[config.mk]
export PLATFORM = sky130hd
export DESIGN_NAME = led_pwm_dimmer_breathing_core
export DESIGN_NICKNAME = d
export VERILOG_FILES = /design/src/sv/lpwm_pkg.sv /design/src/sv/lpwm_scale.sv /design/src/sv/lpwm_ctrl.sv /design/src/sv/led_pwm_dimmer_breathing_core.sv
export SDC_FILE = /design/constraint.sdc
export NUM_CORES = 1
export LEC_CHECK = 0
export ABC_AREA = 1
export BUFFER_PORTS_ARGS = -buffer_cell sky130_fd_sc_hd__buf_2
export CAP_MARGIN = 40
export CORE_ASPECT_RATIO = 0.9
export CORE_MARGIN = 3
export CORE_UTILIZATION = 30
export CTS_BUF_LIST = sky130_fd_sc_hd__clkbuf_8
export CTS_CLUSTER_DIAMETER = 50
export DETAILED_ROUTE_END_ITERATION = 16
export GPL_ROUTABILITY_DRIVEN = 0
export PLACE_DENSITY = 0.49
export SLEW_MARGIN = 15
export SYNTH_ARGS = -nofsm -noshare
export SYNTH_HDL_FRONTEND = slang
export SYNTH_HIERARCHICAL = 1
export SYNTH_SLANG_ARGS = --single-unit
[constraint.sdc]
create_clock -name clk_i -period 4.05 [get_ports clk_i]
set_clock_uncertainty 0.2 [all_clocks]
set_input_delay 0.2025 -clock clk_i [delete_from_list [all_inputs] [get_ports clk_i]]
set_output_delay 0.2025 -clock clk_i [all_outputs]
set_load 0.02 [all_outputs]
[src/sv/lpwm_pkg.sv]
// Shared types, codes and constants for the LED PWM dimmer with breathing.
// Used by lpwm_ctrl, lpwm_scale and led_pwm_dimmer_breathing_core.
`default_nettype none

package lpwm_pkg;

  localparam int PERIOD_BITS_DEF  = 16;
  localparam int STEP_PERCENT_DEF = 25;

  localparam int DUTY_W = 7;
  localparam int CMP_W  = 16;
  localparam int REG_W  = 16;   // width of the timer period register
  localparam int DIV_W  = 17;   // wide enough for a divisor of 100000

  // Command codes carried in req_type.
  localparam logic [3:0] REQ_OPEN   = 4'd0;
  localparam logic [3:0] REQ_CLOSE  = 4'd1;
  localparam logic [3:0] REQ_BON    = 4'd2;
  localparam logic [3:0] REQ_BOFF   = 4'd3;
  localparam logic [3:0] REQ_UP     = 4'd4;
  localparam logic [3:0] REQ_DOWN   = 4'd5;
  localparam logic [3:0] REQ_CYCLE  = 4'd6;
  localparam logic [3:0] REQ_THREE  = 4'd7;
  localparam logic [3:0] REQ_TICK   = 4'd8;

  // Tone codes.
  localparam logic [2:0] TONE_NONE = 3'd0;
  localparam logic [2:0] TONE_OK   = 3'd1;
  localparam logic [2:0] TONE_MAX  = 3'd2;
  localparam logic [2:0] TONE_MIN  = 3'd3;
  localparam logic [2:0] TONE_FAIL = 3'd4;

  // Three-level result codes.
  localparam logic [1:0] MODE_CLOSED = 2'd0;
  localparam logic [1:0] MODE_OPENED = 2'd1;
  localparam logic [1:0] MODE_SET70  = 2'd2;
  localparam logic [1:0] MODE_SET30  = 2'd3;

  // Configuration register indexes.
  localparam logic [1:0] REG_PERIOD   = 2'd0;
  localparam logic [1:0] REG_DIGITS   = 2'd1;
  localparam logic [1:0] REG_PRESCALE = 2'd2;

  localparam logic [REG_W-1:0] PERIOD_RST   = 16'd1000;
  localparam logic [1:0]       DIGITS_RST   = 2'd0;
  localparam logic [2:0]       PRESCALE_RST = 3'd3;

  // Brightness constants.
  localparam logic [DUTY_W-1:0] LVL_FULL   = 7'd100;
  localparam logic [DUTY_W-1:0] LVL_HIGH   = 7'd70;
  localparam logic [DUTY_W-1:0] LVL_LOW    = 7'd30;
  localparam logic [DUTY_W-1:0] BREATH_MIN = 7'd2;

  typedef struct packed {
    logic              open;      // output open after the command
    logic              put;       // command writes a new duty
    logic [DUTY_W-1:0] put_duty;  // duty to be written
    logic [DUTY_W-1:0] duty;      // duty shown in the result word
    logic [2:0]        tone;
    logic [1:0]        mode;
  } ctl_res_t;

  // Divisor 100 * 10^digits.
  function automatic logic [DIV_W-1:0] div_for(input logic [1:0] digits);
    logic [DIV_W-1:0] d;
    begin
      case (digits)
        2'd0:    d = 17'd100;
        2'd1:    d = 17'd1000;
        2'd2:    d = 17'd10000;
        default: d = 17'd100000;
      endcase
      return d;
    end
  endfunction

endpackage

`default_nettype wire

[src/sv/lpwm_scale.sv]
// Bit-serial compare value unit: shift-add multiply of period by duty,
// then restoring division by 100*10^digits. Depends on lpwm_pkg.
`default_nettype none

module lpwm_scale #(
  parameter int PER_W = 16
) (
  input  wire logic                      clk_i,
  input  wire logic                      rst_ni,
  input  wire logic                      start_i,
  input  wire logic [PER_W-1:0]          per_i,
  input  wire logic [lpwm_pkg::DUTY_W-1:0] duty_i,
  input  wire logic [1:0]                digits_i,
  output logic                           done_o,
  output logic [lpwm_pkg::CMP_W-1:0]     cmp_o
);

  localparam int PROD_W = PER_W + lpwm_pkg::DUTY_W;
  localparam int CNT_W  = $clog2(PROD_W);
  localparam int DV_W   = lpwm_pkg::DIV_W;

  localparam logic [1:0] S_IDLE = 2'd0;
  localparam logic [1:0] S_MUL  = 2'd1;
  localparam logic [1:0] S_DIV  = 2'd2;
  localparam logic [1:0] S_DONE = 2'd3;

  logic [1:0]                  state_q, state_d;
  logic [CNT_W-1:0]            cnt_q, cnt_d;
  logic [PROD_W-1:0]           acc_q, acc_d;
  logic [PER_W-1:0]            per_q, per_d;
  logic [lpwm_pkg::DUTY_W-1:0] duty_q, duty_d;
  logic [DV_W-1:0]             div_q, div_d;
  logic [DV_W-1:0]             rem_q, rem_d;
  logic [DV_W:0]               trial;
  logic [DV_W:0]               diff;
  logic                        ge;

  always_comb begin
    trial = {rem_q, acc_q[PROD_W-1]};
    diff  = trial - {1'b0, div_q};
    ge    = (trial >= {1'b0, div_q});
  end

  always_comb begin
    state_d = state_q;
    cnt_d   = cnt_q;
    acc_d   = acc_q;
    per_d   = per_q;
    duty_d  = duty_q;
    div_d   = div_q;
    rem_d   = rem_q;
    unique case (state_q)
      S_IDLE: begin
        if (start_i) begin
          acc_d   = '0;
          rem_d   = '0;
          per_d   = per_i;
          duty_d  = duty_i;
          div_d   = lpwm_pkg::div_for(digits_i);
          cnt_d   = CNT_W'(lpwm_pkg::DUTY_W - 1);
          state_d = S_MUL;
        end
      end
      S_MUL: begin
        // One duty bit per cycle, most significant first.
        acc_d  = {acc_q[PROD_W-2:0], 1'b0}
               + (duty_q[lpwm_pkg::DUTY_W-1] ? PROD_W'(per_q) : '0);
        duty_d = {duty_q[lpwm_pkg::DUTY_W-2:0], 1'b0};
        cnt_d  = cnt_q - 1'b1;
        if (cnt_q == '0) begin
          cnt_d   = CNT_W'(PROD_W - 1);
          state_d = S_DIV;
        end
      end
      S_DIV: begin
        // The product shifts out at the top while quotient bits enter below.
        rem_d = ge ? diff[DV_W-1:0] : trial[DV_W-1:0];
        acc_d = {acc_q[PROD_W-2:0], ge};
        cnt_d = cnt_q - 1'b1;
        if (cnt_q == '0) begin
          state_d = S_DONE;
        end
      end
      S_DONE: begin
        state_d = S_IDLE;
      end
      default: begin
        state_d = S_IDLE;
      end
    endcase
  end

  always_ff @(posedge clk_i or negedge rst_ni) begin
    if (!rst_ni) begin
      state_q <= S_IDLE;
      cnt_q   <= '0;
    end else begin
      state_q <= state_d;
      cnt_q   <= cnt_d;
    end
  end

  always_ff @(posedge clk_i) begin
    acc_q  <= acc_d;
    per_q  <= per_d;
    duty_q <= duty_d;
    div_q  <= div_d;
    rem_q  <= rem_d;
  end

  assign done_o = (state_q == S_DONE);
  assign cmp_o  = lpwm_pkg::CMP_W'(acc_q);

endmodule

`default_nettype wire

[src/sv/lpwm_ctrl.sv]
// Command decoder and brightness/breathing state of the LED dimmer.
// Depends on lpwm_pkg for codes, constants and the result struct.
`default_nettype none

module lpwm_ctrl #(
  parameter int STEP_PERCENT = lpwm_pkg::STEP_PERCENT_DEF
) (
  input  wire logic            clk_i,
  input  wire logic            rst_ni,
  input  wire logic            step_i,
  input  wire logic [3:0]      req_i,
  input  wire logic            notice_i,
  input  wire logic [2:0]      prescale_i,
  output lpwm_pkg::ctl_res_t   res_o
);

  localparam int DW = lpwm_pkg::DUTY_W;
  localparam logic [DW:0]   STEP8     = (DW+1)'(STEP_PERCENT);
  localparam logic [DW-1:0] STEP7     = DW'(STEP_PERCENT);
  localparam logic [DW:0]   TWO_STEP  = (DW+1)'(2 * STEP_PERCENT);
  localparam logic [DW:0]   FULL8     = {1'b0, lpwm_pkg::LVL_FULL};

  logic [DW-1:0] level_q, level_d;
  logic [DW-1:0] saved_q, saved_d;
  logic          open_q, open_d;
  logic          breathing_q, breathing_d;
  logic [DW-1:0] bduty_q, bduty_d;
  logic          rising_q, rising_d;
  logic [2:0]    pcount_q, pcount_d;
  logic [DW-1:0] last_q, last_d;

  logic [DW-1:0] lo_level;
  logic [DW:0]   up_sum;
  logic [2:0]    presc;
  logic [3:0]    pc_inc;
  logic          rise_t;
  logic [DW-1:0] nl;
  logic [2:0]    tone;
  logic [1:0]    mode;
  logic          put;
  logic [DW-1:0] put_duty;

  always_comb begin
    lo_level = (saved_q != '0) ? saved_q
             : ((level_q == '0) ? lpwm_pkg::LVL_FULL : level_q);
    up_sum   = {1'b0, level_q} + STEP8;
    presc    = (prescale_i == 3'd0) ? 3'd1 : prescale_i;
    pc_inc   = {1'b0, pcount_q} + 4'd1;
    rise_t   = (bduty_q >= lpwm_pkg::LVL_FULL) ? 1'b0
             : ((bduty_q <= lpwm_pkg::BREATH_MIN) ? 1'b1 : rising_q);

    level_d     = level_q;
    saved_d     = saved_q;
    open_d      = open_q;
    breathing_d = breathing_q;
    bduty_d     = bduty_q;
    rising_d    = rising_q;
    pcount_d    = pcount_q;
    tone        = lpwm_pkg::TONE_NONE;
    mode        = lpwm_pkg::MODE_CLOSED;
    put         = 1'b0;
    put_duty    = '0;
    nl          = level_q;

    unique case (req_i) inside
      lpwm_pkg::REQ_OPEN: begin
        level_d     = lo_level;
        saved_d     = lo_level;
        open_d      = 1'b1;
        put         = 1'b1;
        put_duty    = lo_level;
        breathing_d = 1'b0;
        bduty_d     = lpwm_pkg::LVL_FULL;
        tone        = notice_i ? lpwm_pkg::TONE_OK : lpwm_pkg::TONE_NONE;
      end
      lpwm_pkg::REQ_CLOSE, lpwm_pkg::REQ_BOFF: begin
        if (notice_i) begin
          tone = open_q ? lpwm_pkg::TONE_OK : lpwm_pkg::TONE_FAIL;
        end
        level_d     = '0;
        open_d      = 1'b0;
        breathing_d = 1'b0;
        bduty_d     = '0;
        if (req_i == lpwm_pkg::REQ_BOFF) begin
          rising_d = 1'b0;
        end
      end
      lpwm_pkg::REQ_BON: begin
        level_d     = lo_level;
        saved_d     = lo_level;
        open_d      = 1'b1;
        put         = 1'b1;
        put_duty    = lo_level;
        bduty_d     = lo_level;
        rising_d    = 1'b1;
        breathing_d = 1'b1;
        tone        = notice_i ? lpwm_pkg::TONE_OK : lpwm_pkg::TONE_NONE;
      end
      lpwm_pkg::REQ_UP, lpwm_pkg::REQ_DOWN, lpwm_pkg::REQ_CYCLE: begin
        if (level_q == '0 || !open_q) begin
          tone = notice_i ? lpwm_pkg::TONE_FAIL : lpwm_pkg::TONE_NONE;
        end else begin
          if (req_i == lpwm_pkg::REQ_CYCLE) begin
            nl = (up_sum > FULL8) ? STEP7 : up_sum[DW-1:0];
          end else if (req_i == lpwm_pkg::REQ_UP) begin
            if (up_sum > FULL8) begin
              nl   = lpwm_pkg::LVL_FULL;
              tone = lpwm_pkg::TONE_MAX;
            end else begin
              nl   = up_sum[DW-1:0];
              tone = lpwm_pkg::TONE_OK;
            end
          end else begin
            if ({1'b0, level_q} < TWO_STEP) begin
              nl   = STEP7;
              tone = lpwm_pkg::TONE_MIN;
            end else begin
              nl   = level_q - STEP7;
              tone = lpwm_pkg::TONE_OK;
            end
          end
          if (!notice_i) begin
            tone = lpwm_pkg::TONE_NONE;
          end
          level_d  = nl;
          saved_d  = nl;
          put      = 1'b1;
          put_duty = nl;
        end
      end
      lpwm_pkg::REQ_THREE: begin
        if (open_q && level_q == lpwm_pkg::LVL_FULL) begin
          level_d  = lpwm_pkg::LVL_HIGH;
          saved_d  = lpwm_pkg::LVL_HIGH;
          put      = 1'b1;
          put_duty = lpwm_pkg::LVL_HIGH;
          mode     = lpwm_pkg::MODE_SET70;
        end else if (open_q && level_q == lpwm_pkg::LVL_HIGH) begin
          level_d  = lpwm_pkg::LVL_LOW;
          saved_d  = lpwm_pkg::LVL_LOW;
          put      = 1'b1;
          put_duty = lpwm_pkg::LVL_LOW;
          mode     = lpwm_pkg::MODE_SET30;
        end else if (open_q && level_q == lpwm_pkg::LVL_LOW) begin
          level_d = '0;
          saved_d = '0;
          open_d  = 1'b0;
          mode    = lpwm_pkg::MODE_CLOSED;
        end else begin
          level_d  = lo_level;
          saved_d  = lo_level;
          open_d   = 1'b1;
          put      = 1'b1;
          put_duty = lo_level;
          mode     = lpwm_pkg::MODE_OPENED;
        end
      end
      lpwm_pkg::REQ_TICK: begin
        if (breathing_q) begin
          rising_d = rise_t;
          if (pcount_q == 3'd0) begin
            bduty_d  = rise_t ? (bduty_q + 1'b1) : (bduty_q - 1'b1);
            // The ramp keeps moving while the output is closed.
            put      = open_q;
            put_duty = bduty_d;
          end
          pcount_d = (pc_inc >= {1'b0, presc}) ? 3'd0 : pc_inc[2:0];
        end
      end
      default: begin
      end
    endcase

    last_d = put ? put_duty : (open_d ? last_q : '0);

    res_o.open     = open_d;
    res_o.put      = put;
    res_o.put_duty = put_duty;
    res_o.duty     = open_d ? last_d : '0;
    res_o.tone     = tone;
    res_o.mode     = mode;
  end

  always_ff @(posedge clk_i or negedge rst_ni) begin
    if (!rst_ni) begin
      level_q     <= '0;
      saved_q     <= '0;
      open_q      <= 1'b0;
      breathing_q <= 1'b0;
      bduty_q     <= '0;
      rising_q    <= 1'b0;
      pcount_q    <= '0;
      last_q      <= '0;
    end else if (step_i) begin
      level_q     <= level_d;
      saved_q     <= saved_d;
      open_q      <= open_d;
      breathing_q <= breathing_d;
      bduty_q     <= bduty_d;
      rising_q    <= rising_d;
      pcount_q    <= pcount_d;
      last_q      <= last_d;
    end
  end

endmodule

`default_nettype wire

[src/sv/led_pwm_dimmer_breathing_core.sv]
// Top level of the LED PWM dimmer with breathing: stream ports, APB
// registers, result register. Depends on lpwm_pkg, lpwm_ctrl, lpwm_scale.
//
//   Port group   Dir   Payload
//   s_axis_*     in    command word: req_type, notice
//   m_axis_*     out   result word: enable, duty, compare, written, tone, mode
//   APB          in    timer_period (0x0), fraction_digits (0x4), prescale (0x8)
//
// A command that writes no duty goes straight to ST_HOLD. A command that
// writes a duty first waits in ST_CALC while lpwm_scale runs its bit-serial
// multiply (7 steps) and restoring divide (PER_W + 7 steps, where PER_W =
// min(PERIOD_BITS, 16)). Commands are taken only in ST_IDLE.
// A new command is taken while the previous result word still waits in the
// output register. Reset is asynchronous and needs no clearing pass.
`default_nettype none

module led_pwm_dimmer_breathing_core #(
  parameter int PERIOD_BITS  = lpwm_pkg::PERIOD_BITS_DEF,
  parameter int STEP_PERCENT = lpwm_pkg::STEP_PERCENT_DEF
) (
  input  wire logic        clk_i,
  input  wire logic        rst_ni,
  input  wire logic        s_axis_tvalid,
  output logic             s_axis_tready,
  input  wire logic [7:0]  s_axis_tdata,   // [3:0] req_type, [4] notice
  output logic             m_axis_tvalid,
  input  wire logic        m_axis_tready,
  // [0] pwm_enable, [7:1] duty_percent, [23:8] compare_value,
  // [24] compare_written, [27:25] tone_code, [29:28] mode_code
  output logic [31:0]      m_axis_tdata,
  input  wire logic        psel,
  input  wire logic        penable,
  input  wire logic        pwrite,
  input  wire logic [3:0]  paddr,
  input  wire logic [31:0] pwdata,
  output logic [31:0]      prdata,
  output logic             pready
);

  localparam int PER_W = (PERIOD_BITS < lpwm_pkg::REG_W) ? PERIOD_BITS : lpwm_pkg::REG_W;

  localparam logic [1:0] ST_IDLE = 2'd0;
  localparam logic [1:0] ST_CALC = 2'd1;
  localparam logic [1:0] ST_HOLD = 2'd2;

  logic [lpwm_pkg::REG_W-1:0] period_q;
  logic [1:0]                 digits_q;
  logic [2:0]                 prescale_q;
  logic                       wr_en;

  logic [1:0]                 state_q, state_d;
  logic                       accept;
  lpwm_pkg::ctl_res_t         ctl_res;
  lpwm_pkg::ctl_res_t         pend_q;
  logic [lpwm_pkg::CMP_W-1:0] last_cmp_q;
  logic                       scl_done;
  logic [lpwm_pkg::CMP_W-1:0] scl_cmp;
  logic                       load;
  logic                       out_valid_q;
  logic [31:0]                out_data_q, out_data_d;

  // Configuration registers.
  assign pready = 1'b1;
  assign wr_en  = psel && penable && pwrite;

  always_ff @(posedge clk_i or negedge rst_ni) begin
    if (!rst_ni) begin
      period_q   <= lpwm_pkg::PERIOD_RST;
      digits_q   <= lpwm_pkg::DIGITS_RST;
      prescale_q <= lpwm_pkg::PRESCALE_RST;
    end else if (wr_en) begin
      unique case (paddr[3:2])
        lpwm_pkg::REG_PERIOD:   period_q   <= pwdata[lpwm_pkg::REG_W-1:0];
        lpwm_pkg::REG_DIGITS:   digits_q   <= pwdata[1:0];
        lpwm_pkg::REG_PRESCALE: prescale_q <= pwdata[2:0];
        default: begin
        end
      endcase
    end
  end

  always_comb begin
    unique case (paddr[3:2])
      lpwm_pkg::REG_PERIOD:   prdata = 32'(period_q);
      lpwm_pkg::REG_DIGITS:   prdata = 32'(digits_q);
      lpwm_pkg::REG_PRESCALE: prdata = 32'(prescale_q);
      default:                prdata = '0;
    endcase
  end

  // Command handling.
  assign s_axis_tready = (state_q == ST_IDLE);
  assign accept        = s_axis_tvalid && s_axis_tready;

  lpwm_ctrl #(
    .STEP_PERCENT(STEP_PERCENT)
  ) u_ctrl (
    .clk_i      (clk_i),
    .rst_ni     (rst_ni),
    .step_i     (accept),
    .req_i      (s_axis_tdata[3:0]),
    .notice_i   (s_axis_tdata[4]),
    .prescale_i (prescale_q),
    .res_o      (ctl_res)
  );

  lpwm_scale #(
    .PER_W(PER_W)
  ) u_scale (
    .clk_i    (clk_i),
    .rst_ni   (rst_ni),
    .start_i  (accept && ctl_res.put),
    .per_i    (period_q[PER_W-1:0]),
    .duty_i   (ctl_res.put_duty),
    .digits_i (digits_q),
    .done_o   (scl_done),
    .cmp_o    (scl_cmp)
  );

  assign load = (state_q == ST_HOLD) && (!out_valid_q || m_axis_tready);

  always_comb begin
    state_d = state_q;
    unique case (state_q)
      ST_IDLE: begin
        if (accept) begin
          state_d = ctl_res.put ? ST_CALC : ST_HOLD;
        end
      end
      ST_CALC: begin
        if (scl_done) begin
          state_d = ST_HOLD;
        end
      end
      ST_HOLD: begin
        if (load) begin
          state_d = ST_IDLE;
        end
      end
      default: begin
        state_d = ST_IDLE;
      end
    endcase
  end

  always_ff @(posedge clk_i or negedge rst_ni) begin
    if (!rst_ni) begin
      state_q     <= ST_IDLE;
      out_valid_q <= 1'b0;
      last_cmp_q  <= '0;
    end else begin
      state_q <= state_d;
      if (load) begin
        out_valid_q <= 1'b1;
      end else if (m_axis_tready) begin
        out_valid_q <= 1'b0;
      end
      if (scl_done) begin
        last_cmp_q <= scl_cmp;
      end
    end
  end

  always_ff @(posedge clk_i) begin
    if (accept) begin
      pend_q <= ctl_res;
    end
  end

  always_comb begin
    out_data_d        = '0;
    out_data_d[0]     = pend_q.open;
    out_data_d[7:1]   = pend_q.duty;
    out_data_d[23:8]  = pend_q.open ? last_cmp_q : '0;
    out_data_d[24]    = pend_q.put;
    out_data_d[27:25] = pend_q.tone;
    out_data_d[29:28] = pend_q.mode;
  end

  always_ff @(posedge clk_i) begin
    if (load) begin
      out_data_q <= out_data_d;
    end
  end

  assign m_axis_tvalid = out_valid_q;
  assign m_axis_tdata  = out_data_q;

  // The serial unit only finishes while a command waits for its compare.
  a_done_in_calc: assert property (@(posedge clk_i) disable iff (!rst_ni)
    scl_done |-> (state_q == ST_CALC))
    else $error("compare unit finished outside a calculation");

  // A command that writes a duty always starts the compare calculation.
  a_put_starts_calc: assert property (@(posedge clk_i) disable iff (!rst_ni)
    (accept && ctl_res.put) |=> (state_q == ST_CALC))
    else $error("duty write did not start the compare calculation");

  // A closed output shows zero duty and zero compare.
  a_closed_zero: assert property (@(posedge clk_i) disable iff (!rst_ni)
    (m_axis_tvalid && !m_axis_tdata[0]) |-> (m_axis_tdata[23:1] == '0))
    else $error("closed output word carries a duty or compare");

  // A compare write only happens with the output open.
  a_write_open: assert property (@(posedge clk_i) disable iff (!rst_ni)
    (m_axis_tvalid && m_axis_tdata[24]) |-> m_axis_tdata[0])
    else $error("compare written while the output is closed");

endmodule

`default_nettype wire

Word level (Yosys, flattened, before mapping)
Cells that the tools add are included.
{ "word_totals": {"reg_bits": 205, "latch_bits": 0, "ram_bits": 0, "rom_bits": 0, "out_inout_bits": 67, "word_cells": 204, "n_memories": 0} }
{ "classes": {"n_addsub": 8, "n_mul": 0, "n_div": 0, "magnitude_cmp": 6, "n_eq_ne": 30, "shifts": 0, "muxes": 79, "bitwise_logic": 1, "n_reduce_logical": 51} }
{ "op_table": {"columns": ["cell", "count"], "rows": [
  ["$mux 7", 20],
  ["$pmux 7 s4", 3],
  ["$pmux 23 s3", 1],
  ["$pmux 17 s3", 1],
  ["$pmux 16 s3", 1],
  ["$mux 17", 2],
  ["$pmux 17 s2", 1],
  ["$mux 3", 9],
  ["$add 23x23->23", 1],
  ["$mux 23", 1],
  ["$mux 2", 11],
  ["$pmux 7 s3", 1],
  ["$ge 18x17->1", 1],
  ["$sub 17x17->17", 1],
  ["$eq 4x3->1 const B", 4],
  ["$mux 1", 16],
  ["$mux 16", 1],
  ["$reduce_and 2->1", 8],
  ["$pmux 5 s3", 1],
  ["$reduce_and 3->1", 5],
  ["$eq 7x7->1 const B", 2],
  ["$pmux 7 s2", 1],
  ["$ne 2x1->1 const B", 6],
  ["$eq 2x2->1 const B", 5],
  ["40 further kinds", 72]
]} }

Longest topological paths before layout
Gate-level depths: netlist of run 1.
{ "depth": {"word_depth": 9, "ltp_mapped": 21} }

By module
Netlist of run 1, hierarchy kept.
{ "modules_own_cells": {"columns": ["mod", "n_inst", "cells_per_inst", "area_per_inst_um2"], "rows": [
  ["lpwm_scale", 1, 753, 5754.3],
  ["led_pwm_dimmer_breathing_core", 1, 329, 3392.0],
  ["lpwm_ctrl", 1, 476, 3185.6]
]} }

Worst setup path before layout of run 1
No wires, ideal clock.
{ "synth_path": {"kind": "register to register", "start": "register state_q[1] (netlist name)", "end": "register u_scale.cnt_q[4]", "arrival_time_ns": 3.369, "t_required_ns": 3.728, "slack_ns": 0.360, "stages_incl_launch_ff": 8, "path_buffers": 0, "path_cell_list": "dfrtp_1 nor3_1 nand2_1 inv_1 nand2_1 o21ai_0 inv_2 a32o_1"} }
{ "synth_rtl": {"columns": ["element", "line", "rtl"], "rows": [
  ["to (signal assigned)", "lpwm_scale.sv:99", "cnt_q <= cnt_d;"],
  ["to (decl)", "lpwm_scale.sv:28", "logic [CNT_W-1:0] cnt_q, cnt_d;"]
]} }

Final worst setup path of run 1
{ "layout_path": {"start": "register u_ctrl.bduty_q[3]", "end": "register u_ctrl.bduty_q[6]"} }
{ "layout_via": {"elab_chain_len": 7, "word_cells_on_any_way": 10} }
{ "layout_rtl": {"columns": ["element", "line", "rtl"], "rows": [
  ["from (decl)", "lpwm_ctrl.sv:27", "logic [DW-1:0] bduty_q, bduty_d;"],
  ["from (signal assigned)", "lpwm_ctrl.sv:199", "bduty_q <= bduty_d;"],
  ["$le 7x2->1", "lpwm_ctrl.sv:50", ": ((bduty_q <= lpwm_pkg::BREATH_MIN) ? 1'b1 : rising_q);"],
  ["$mux 1", "lpwm_ctrl.sv:50", null],
  ["$mux 1", "lpwm_ctrl.sv:49", "rise_t = (bduty_q >= lpwm_pkg::LVL_FULL) ? 1'b0"],
  ["$mux 7 (*)", "lpwm_ctrl.sv:162", "bduty_d = rise_t ? (bduty_q + 1'b1) : (bduty_q - 1'b1);"],
  ["$mux 7 (*)", "lpwm_ctrl.sv:161", "if (pcount_q == 3'd0) begin"],
  ["$mux 7 (*)", "lpwm_ctrl.sv:159", "if (breathing_q) begin"],
  ["$pmux 7 s4 (*)", "lpwm_ctrl.sv:65", "unique case (req_i) inside"]
]} }
Mark *: on every way between the ends. The rest lies on a longest branch, timed or not. The select of a mux whose other input is x is not followed.
A chain may end at the register's enable or synchronous reset.

==> reports/qor.csv, run 1 <==
stage,metric,value,unit
yosys,YS warnings,6,
min_path,Hold Startpoint,out_data_d[26],
clocking,CTS Sinks,198,
yosys,Mapped Area,0.0123,mm^2
critical_path,CP Launch Point,u_ctrl/bduty_q[3],
critical_path,Crit Path Class,flip-flop to flip-flop,
grt,first-pass GRT wire length,51200,um
placed_design,post-place setup slack,0.898,ns
die,Top-Level Pins,118,
timing,Min Hold Slack,0.222,ns
final_layout,area grow syn2layout,14.5,%
min_path,worst hold-check path type,flip-flop to flip-flop,
yosys,number of synthesized flops with an enable pin,117,
grt,largest net degree at the start of global routing,40,
pwr,"Power, Total",4.11,mW
grt,GR Util All Layers,14.8,%
pwr,Psw,1.16,mW
critical_path,WP data required,4.29,ns
final_layout,share of layout cells above drive strength 1,13.7,%
pwr,P_leak,6.69,nW
yosys,cells after synthesis,1558,
min_path,worst hold path depth,0,
pwr,Worst VDD drop,0.000194,V
clocking,Clock Path Buffers,2,
job,number of max-cap violations,0,
timing,Slew @ Worst Pin,0.823,ns
final_layout,number of antenna diodes,0,
timing,worst relative slew slack,44.8,%
outcome,status,"complete, no violations",
critical_path,R2R cell count,15,
placed_design,IO Port Bufs,77,
clocking,Num CTS Buffers,17,
critical_path,crit path capture,u_ctrl/bduty_q[6],
yosys,synthesis-stage register bit count,198,
critical_path,startpoint types,flip-flop,
timing,Setup TNS,0,ns
timing,final hold viol count,0,
routing,overall routed net length,31100,um
timing,crit share post-route,79.5,%
placed_design,Final HPWL DP,23800,um
die,Starting Density,30.8,%
routing,routed length per instance,14.0,um
timing,final worst path period need,3.22,ns
timing,Final WS setup,0.832,ns
timing,Setup Viol. Count Final,0,
clocking,CTS clock-pin slew for the worst setup and hold paths,0.12,ns
routing,drt pass-1 iters,5,
timing,RSZ-0062 raised after global routing,false,
routing,Via density,4.55,
pwr,sw frac,28.2,%
critical_path,reg2reg start,u_ctrl/bduty_q[3],
final_layout,nets,1779,
die,die area,0.0436,mm^2
die,Placeable Area,0.0401,mm^2
timing,Slew Limit Fails,0,
die,Die Width,220,um
routing,post-route ant nets,0,
yosys,post-synthesis average cell area,7.92,um^2
routing,starting DRC count in detailed routing,714,
clocking,post-cts resize count,0,
grt,initial antenna violation count,0,
die,# rows,69,
grt,grt ovf,0,
critical_path,nature of the critical path endpoint,flip-flop,
routing,total DRC errors in the routed layout,0,
critical_path,CP max FO,7,
pwr,PD cells,291,mW/mm^2
clocking,CTS tree,done,
pwr,Comb pwr share,10.6,%
clocking,Root Buffer,clkbuf_8,
critical_path,worst path arrival time,3.46,ns
yosys,post-synthesis sequential area ratio,45.0,%
pwr,sequential fraction of design power,55.2,%
grt,vias in the first global route,9988,
routing,Vias,10100,
die,Die Height,198,um
critical_path,R2R setup slack,0.83,ns
yosys,Yosys cell types,59,
pwr,P_int,2.96,mW
timing,Max Fclk,0.311,GHz
yosys,fraction of registers with async set/reset,40.9,%
yosys,Main synth FF type,edfxtp_1,
clocking,CTS H-tree depth,4,
critical_path,FF-to-FF End,u_ctrl/bduty_q[6],
pwr,Clock power frac,34.2,%
clocking,clock latency on the worst-skew pair,0.50,ns
-- stage by stage --
stage	util [%]	cells	area, um^2
global placement	32.6	2128	13100
finish	35.3	2217	14100
floorplan	-	1575	12400
detailed placement	32.8	2132	13200
global route	35.3	2217	14100
CTS	35.3	2217	14100
-- worst min path at each step --
| stage | slack, ns | endpoint |
|---|---|---|
| 6_report | 0.22 | m_axis_tdata[26] |
| 3_5_place_dp | -0.06 | digits_q[0] |
| 5_1_grt | 0.23 | m_axis_tvalid |
| 2_1_floorplan | -0.29 | digits_q[0] |
| 3_3_place_gp | 0.16 | digits_q[1] |
| 4_1_cts | 0.19 | period_q[9] |
-- critical path, stage by stage, from the launching register on --
cell,delay [ns]
dfrtp_1,0.45
nor2_1,0.20
nand2_1,0.08
nand2_1,0.06
nand2_1,0.06
nand2_1,0.15
inv_1,0.17
ha_1,0.36
a21oi_1,0.19
o21ai_0,0.09
nor2_1,0.17
inv_1,0.06
nand2_1,0.10
nand3_1,0.08
a32oi_1,0.19
dlygate4sd3_1,0.56
-- synth_stat cells (4+ instances only) --
cell type	instances	area, um^2
edfxtp_1	117	3510
a21oi_2	9	78.8
o21ai_1	4	20.0
ha_1	53	663
nand4_1	14	87.6
nand2_2	15	93.8
dfstp_2	8	210
nor2_1	110	413
nor3_1	10	50.1
nor2_2	7	43.8
nand3b_1	6	45.0
o21ai_0	63	315
dfrtp_1	73	1830
buf_4	40	300
buf_6	5	56.3
clkbuf_1	8	30.0
o22ai_1	6	37.5
inv_1	203	762
xnor2_1	4	35.0
xor2_1	11	96.3
nor2_4	11	124
nand2_1	527	1980
nand3_1	94	470
o21ai_2	6	52.6
or2_2	8	50.1
buf_2	9	45.0
inv_2	21	78.8
nand2_4	4	45.0
a21oi_1	62	310
-- flip-flops by register name, indices dropped and copies added (netlist names), 10 cells and up --
name           flops
u_scale/acc_q     23
u_scale/per_q     16
u_scale/rem_q     17
out_data_d        14
period_q          16
m_axis_tdata      30
last_cmp_q        16
u_scale/div_q     10
-- final cells by class --
cell class | instances | area (um^2)
Clock inverter | 15 | 208
Sequential cell | 198 | 5550
Inverter | 228 | 858
Multi-Input combinational cell | 1084 | 5550
Timing Repair Buffer | 143 | 1060
Clock buffer | 17 | 234
Fill cell | 4370 | 25900
Tap cell | 532 | 666
-- cell usage in the layout, fill, tap and decap left out, types with 4 or more instances in the layout --
cell type / count
clkbuf_8: 17
inv_1: 204
nor2_2: 8
nor2_1: 109
o21ai_2: 6
nand4_1: 14
a21oi_2: 9
ha_1: 53
dfstp_2: 8
edfxtp_1: 117
dlygate4sd3_1: 52
nor2_4: 11
a21oi_1: 62
xor2_1: 11
buf_4: 10
nand3b_1: 6
o21ai_1: 5
or2_2: 8
dfrtp_1: 73
conb_1: 19
inv_8: 4
o21ai_0: 61
nand2_2: 15
buf_2: 78
nand3_1: 94
xnor2_1: 4
o22ai_1: 6
nor3_1: 9
nand2_4: 4
inv_2: 21
nand2_1: 527
clkinv_8: 4
-- power groups by stage --
stage,logic [mW],clock network (mW),registers [mW]
after floorplan,0.298,0,2.29
after global placement,0.395,0,2.31
after detailed placement,0.400,0,2.31
after CTS,0.437,1.47,2.27
after global routing,0.499,1.54,2.28
final,0.435,1.41,2.27
-- kinds of logic (layout without fill, tap and decap cells) --
logic type	Yosys count	count (layout)	synth area share [%]
mux	1	1	0.0812
other cells	2	19	0.0609
simple gates	819	819	28.9
compound gates	174	174	8.38
fa+ha+maj	56	56	5.86
buf+inv	293	403	10.7
flops	198	198	45.0
xor+xnor	15	15	1.07
-- what timing repair did --
item / 4_1_cts / 5_1_grt
endpoints found under the hold margin: 96 / 0
hold buffers: 53 / 0
buffers inserted: 0 / 0
-- layer usage --
metal	track usage (%)	part of all wire [%]
met1	21.1	51
met2	23.6	44
met3	2.65	3.6
met4	3.20	1.1
met5	0	0
No activity file was read; power rests on OpenSTA's default activity.
==> inputs of run 2 (changes only) <==
==> constraint.sdc (replaced) <==
create_clock -name clk_i -period 3.1 [get_ports clk_i]
set_clock_uncertainty 0.2 [all_clocks]
set_input_delay 0.155 -clock clk_i [delete_from_list [all_inputs] [get_ports clk_i]]
set_output_delay 0.155 -clock clk_i [all_outputs]
set_load 0.02 [all_outputs]
==> run 2 against run 1 <==
Compared with the run above:
- worst setup slack got worse by 0.59 ns
- clock-buffer cell count did not move
- global-route usage about the same
- cell count rose by 0.14%
- sequential share of layout area about the same
- largest power group unchanged
- highest routed layer unchanged
==> reports/qor.csv, run 2 (same netlist as run 1, synthesis figures left out) <==
stage,metric,value,unit
routing,starting DRC count in detailed routing,789,
outcome,status,"complete, no violations",
final_layout,"commonest non-fill, non-tap cells in the layout","nand2_1 (526), inv_1 (202), edfxtp_1 (117), nor2_1 (108), nand3_1 (94)",
die,Die Width,220,um
routing,overall routed net length,31200,um
timing,final hold viol count,0,
pwr,P_leak,6.72,nW
pwr,P_int,3.78,mW
timing,Setup TNS,0,ns
placed_design,IO Port Bufs,77,
timing,Slew Limit Fails,0,
critical_path,"delay-heaviest family, CP",buffers and inverters,
pwr,Psw,1.53,mW
critical_path,worst path arrival time,3.10,ns
placed_design,Final HPWL DP,23700,um
routing,Vias,10100,
critical_path,CP bufs+invs,2,
clocking,CTS tree,done,
job,number of max-cap violations,0,
timing,final worst path period need,2.86,ns
final_layout,share of layout cells above drive strength 1,14.7,%
min_path,Hold Startpoint,psel,
clocking,clock latency on the worst-skew pair,0.50,ns
clocking,Num CTS Buffers,17,
grt,GR Util All Layers,14.8,%
critical_path,CP max FO,9,
clocking,Clock Path Buffers,2,
clocking,setup repair bufs after CTS,0,
die,# rows,69,
die,Top-Level Pins,118,
pwr,PD cells,376,mW/mm^2
critical_path,Crit Path Class,flip-flop to flip-flop,
final_layout,number of antenna diodes,0,
critical_path,reg2reg start,state_q[1],
grt,initial antenna violation count,0,
final_layout,max reg flops,30,
clocking,CTS H-tree depth,4,
critical_path,startpoint types,flip-flop,
timing,Slew @ Worst Pin,0.804,ns
final_layout,"most common cell after layout, fill and taps aside",nand2_1,
pwr,Clock power frac,33.3,%
routing,drt pass-1 iters,5,
pwr,Worst VDD drop,0.000284,V
grt,grt ovf,0,
die,Placeable Area,0.0401,mm^2
die,Die Height,198,um
die,die area,0.0436,mm^2
routing,total DRC errors in the routed layout,0,
pwr,sw frac,28.7,%
critical_path,nature of the critical path endpoint,flip-flop,
routing,post-route ant nets,0,
clocking,CTS clock-pin slew for the worst setup and hold paths,0.12,ns
routing,routed length per instance,14.1,um
critical_path,Critical Path Max Stage Delay,0.56,ns
grt,vias in the first global route,9770,
min_path,worst hold-check path type,input port to flip-flop,
final_layout,nets,1782,
critical_path,WP data required,3.34,ns
critical_path,crit-path cells,nor3_4 -> clkinv_1 -> a2111oi_2 -> nor2_1 -> a31oi_1 -> dlygate4sd3_1,
grt,first-pass GRT wire length,51200,um
final_layout,area grow syn2layout,14.5,%
routing,Via density,4.54,
clocking,CTS Sinks,198,
pwr,sequential fraction of design power,55.8,%
timing,Setup Viol. Count Final,0,
timing,crit share post-route,92.3,%
critical_path,critical path's slowest cell,dlygate4sd3_1,
timing,worst relative slew slack,46.0,%
die,Starting Density,30.8,%
critical_path,CP Launch Point,state_q[1],
clocking,Root Buffer,clkbuf_8,
timing,Max Fclk,0.350,GHz
pwr,"Power, Total",5.31,mW
pwr,Comb pwr share,10.8,%
grt,largest net degree at the start of global routing,47,
run 2: per-layer routing:
metal / global-route usage, % / part of all wire (%) / wire length (um) / vias to the layer above
met1: 21.5 / 51 / 16000 / 4743
met4: 3.27 / 1.2 / 374 / 0
met2: 23.1 / 44 / 13700 / 161
met3: 2.76 / 3.8 / 1190 / 16
li1: - / - / - / 5167
met5: 0 / 0 / 0 / -
run 2: stage by stage:
stage | std cells | cell area [um^2] | setup WS [ns] | hold slack [ns] | util, %
final | 2220 | 14100 | 0.239 | 0.137 | 35.3
after global routing | 2220 | 14100 | -0.0157 | 0.156 | 35.3
after CTS | 2220 | 14100 | 0.193 | 0.108 | 35.2
after detailed placement | 2143 | 13200 | 0.183 | -0.0389 | 33.0
after global placement | 2143 | 13200 | 0.216 | -0.0404 | 33.0
after floorplan | 1575 | 12400 | 0.207 | -0.341 | -
run 2: cell type report:
cell class / count / area (um^2)
Inverter: 228 / 858
Fill cell: 4305 / 25900
Multi-Input combinational cell: 1084 / 5560
Tap cell: 532 / 666
Clock inverter: 15 / 185
Timing Repair Buffer: 146 / 1070
Sequential cell: 198 / 5550
Clock buffer: 17 / 234
run 2: tightest hold or removal path, cell delays in order:
cell and delay, ns:
buf_2 0.09, nand2_1 0.08, nor2_4 0.10, nand2_2 0.24
nand2_1 0.13, nand2_1 0.04
run 2: power groups by stage:
stage | combinational, mW | sequential (mW) | clock [mW]
after floorplan | 0.389 | 2.99 | 0
after global placement | 0.525 | 3.02 | 0
after detailed placement | 0.530 | 3.02 | 0
after CTS | 0.576 | 2.97 | 1.85
after global routing | 0.654 | 2.98 | 1.95
final | 0.575 | 2.97 | 1.77
run 2: repair_timing:
| item | CTS | global route |
|---|---|---|
| hold endpoints to repair | 119 | 0 |
| setup endpoints to repair | 0 | 8 |
| gates resized for setup | 0 | 5 |
| hold buffers | 45 | 0 |
run 2: worst paths after layout:
kind / to / slack, ns / cells past startpoint
max in group asynchronous: period_q[9] / 1.80 / 4
min: period_q[6] / 0.14 / 6
min reg2reg: m_axis_tdata[26] / 0.23 / 0
max reg2reg: u_ctrl/rising_q / 0.24 / 6
min in group asynchronous: period_q[6] / 0.55 / 3
max: u_ctrl/rising_q / 0.24 / 6
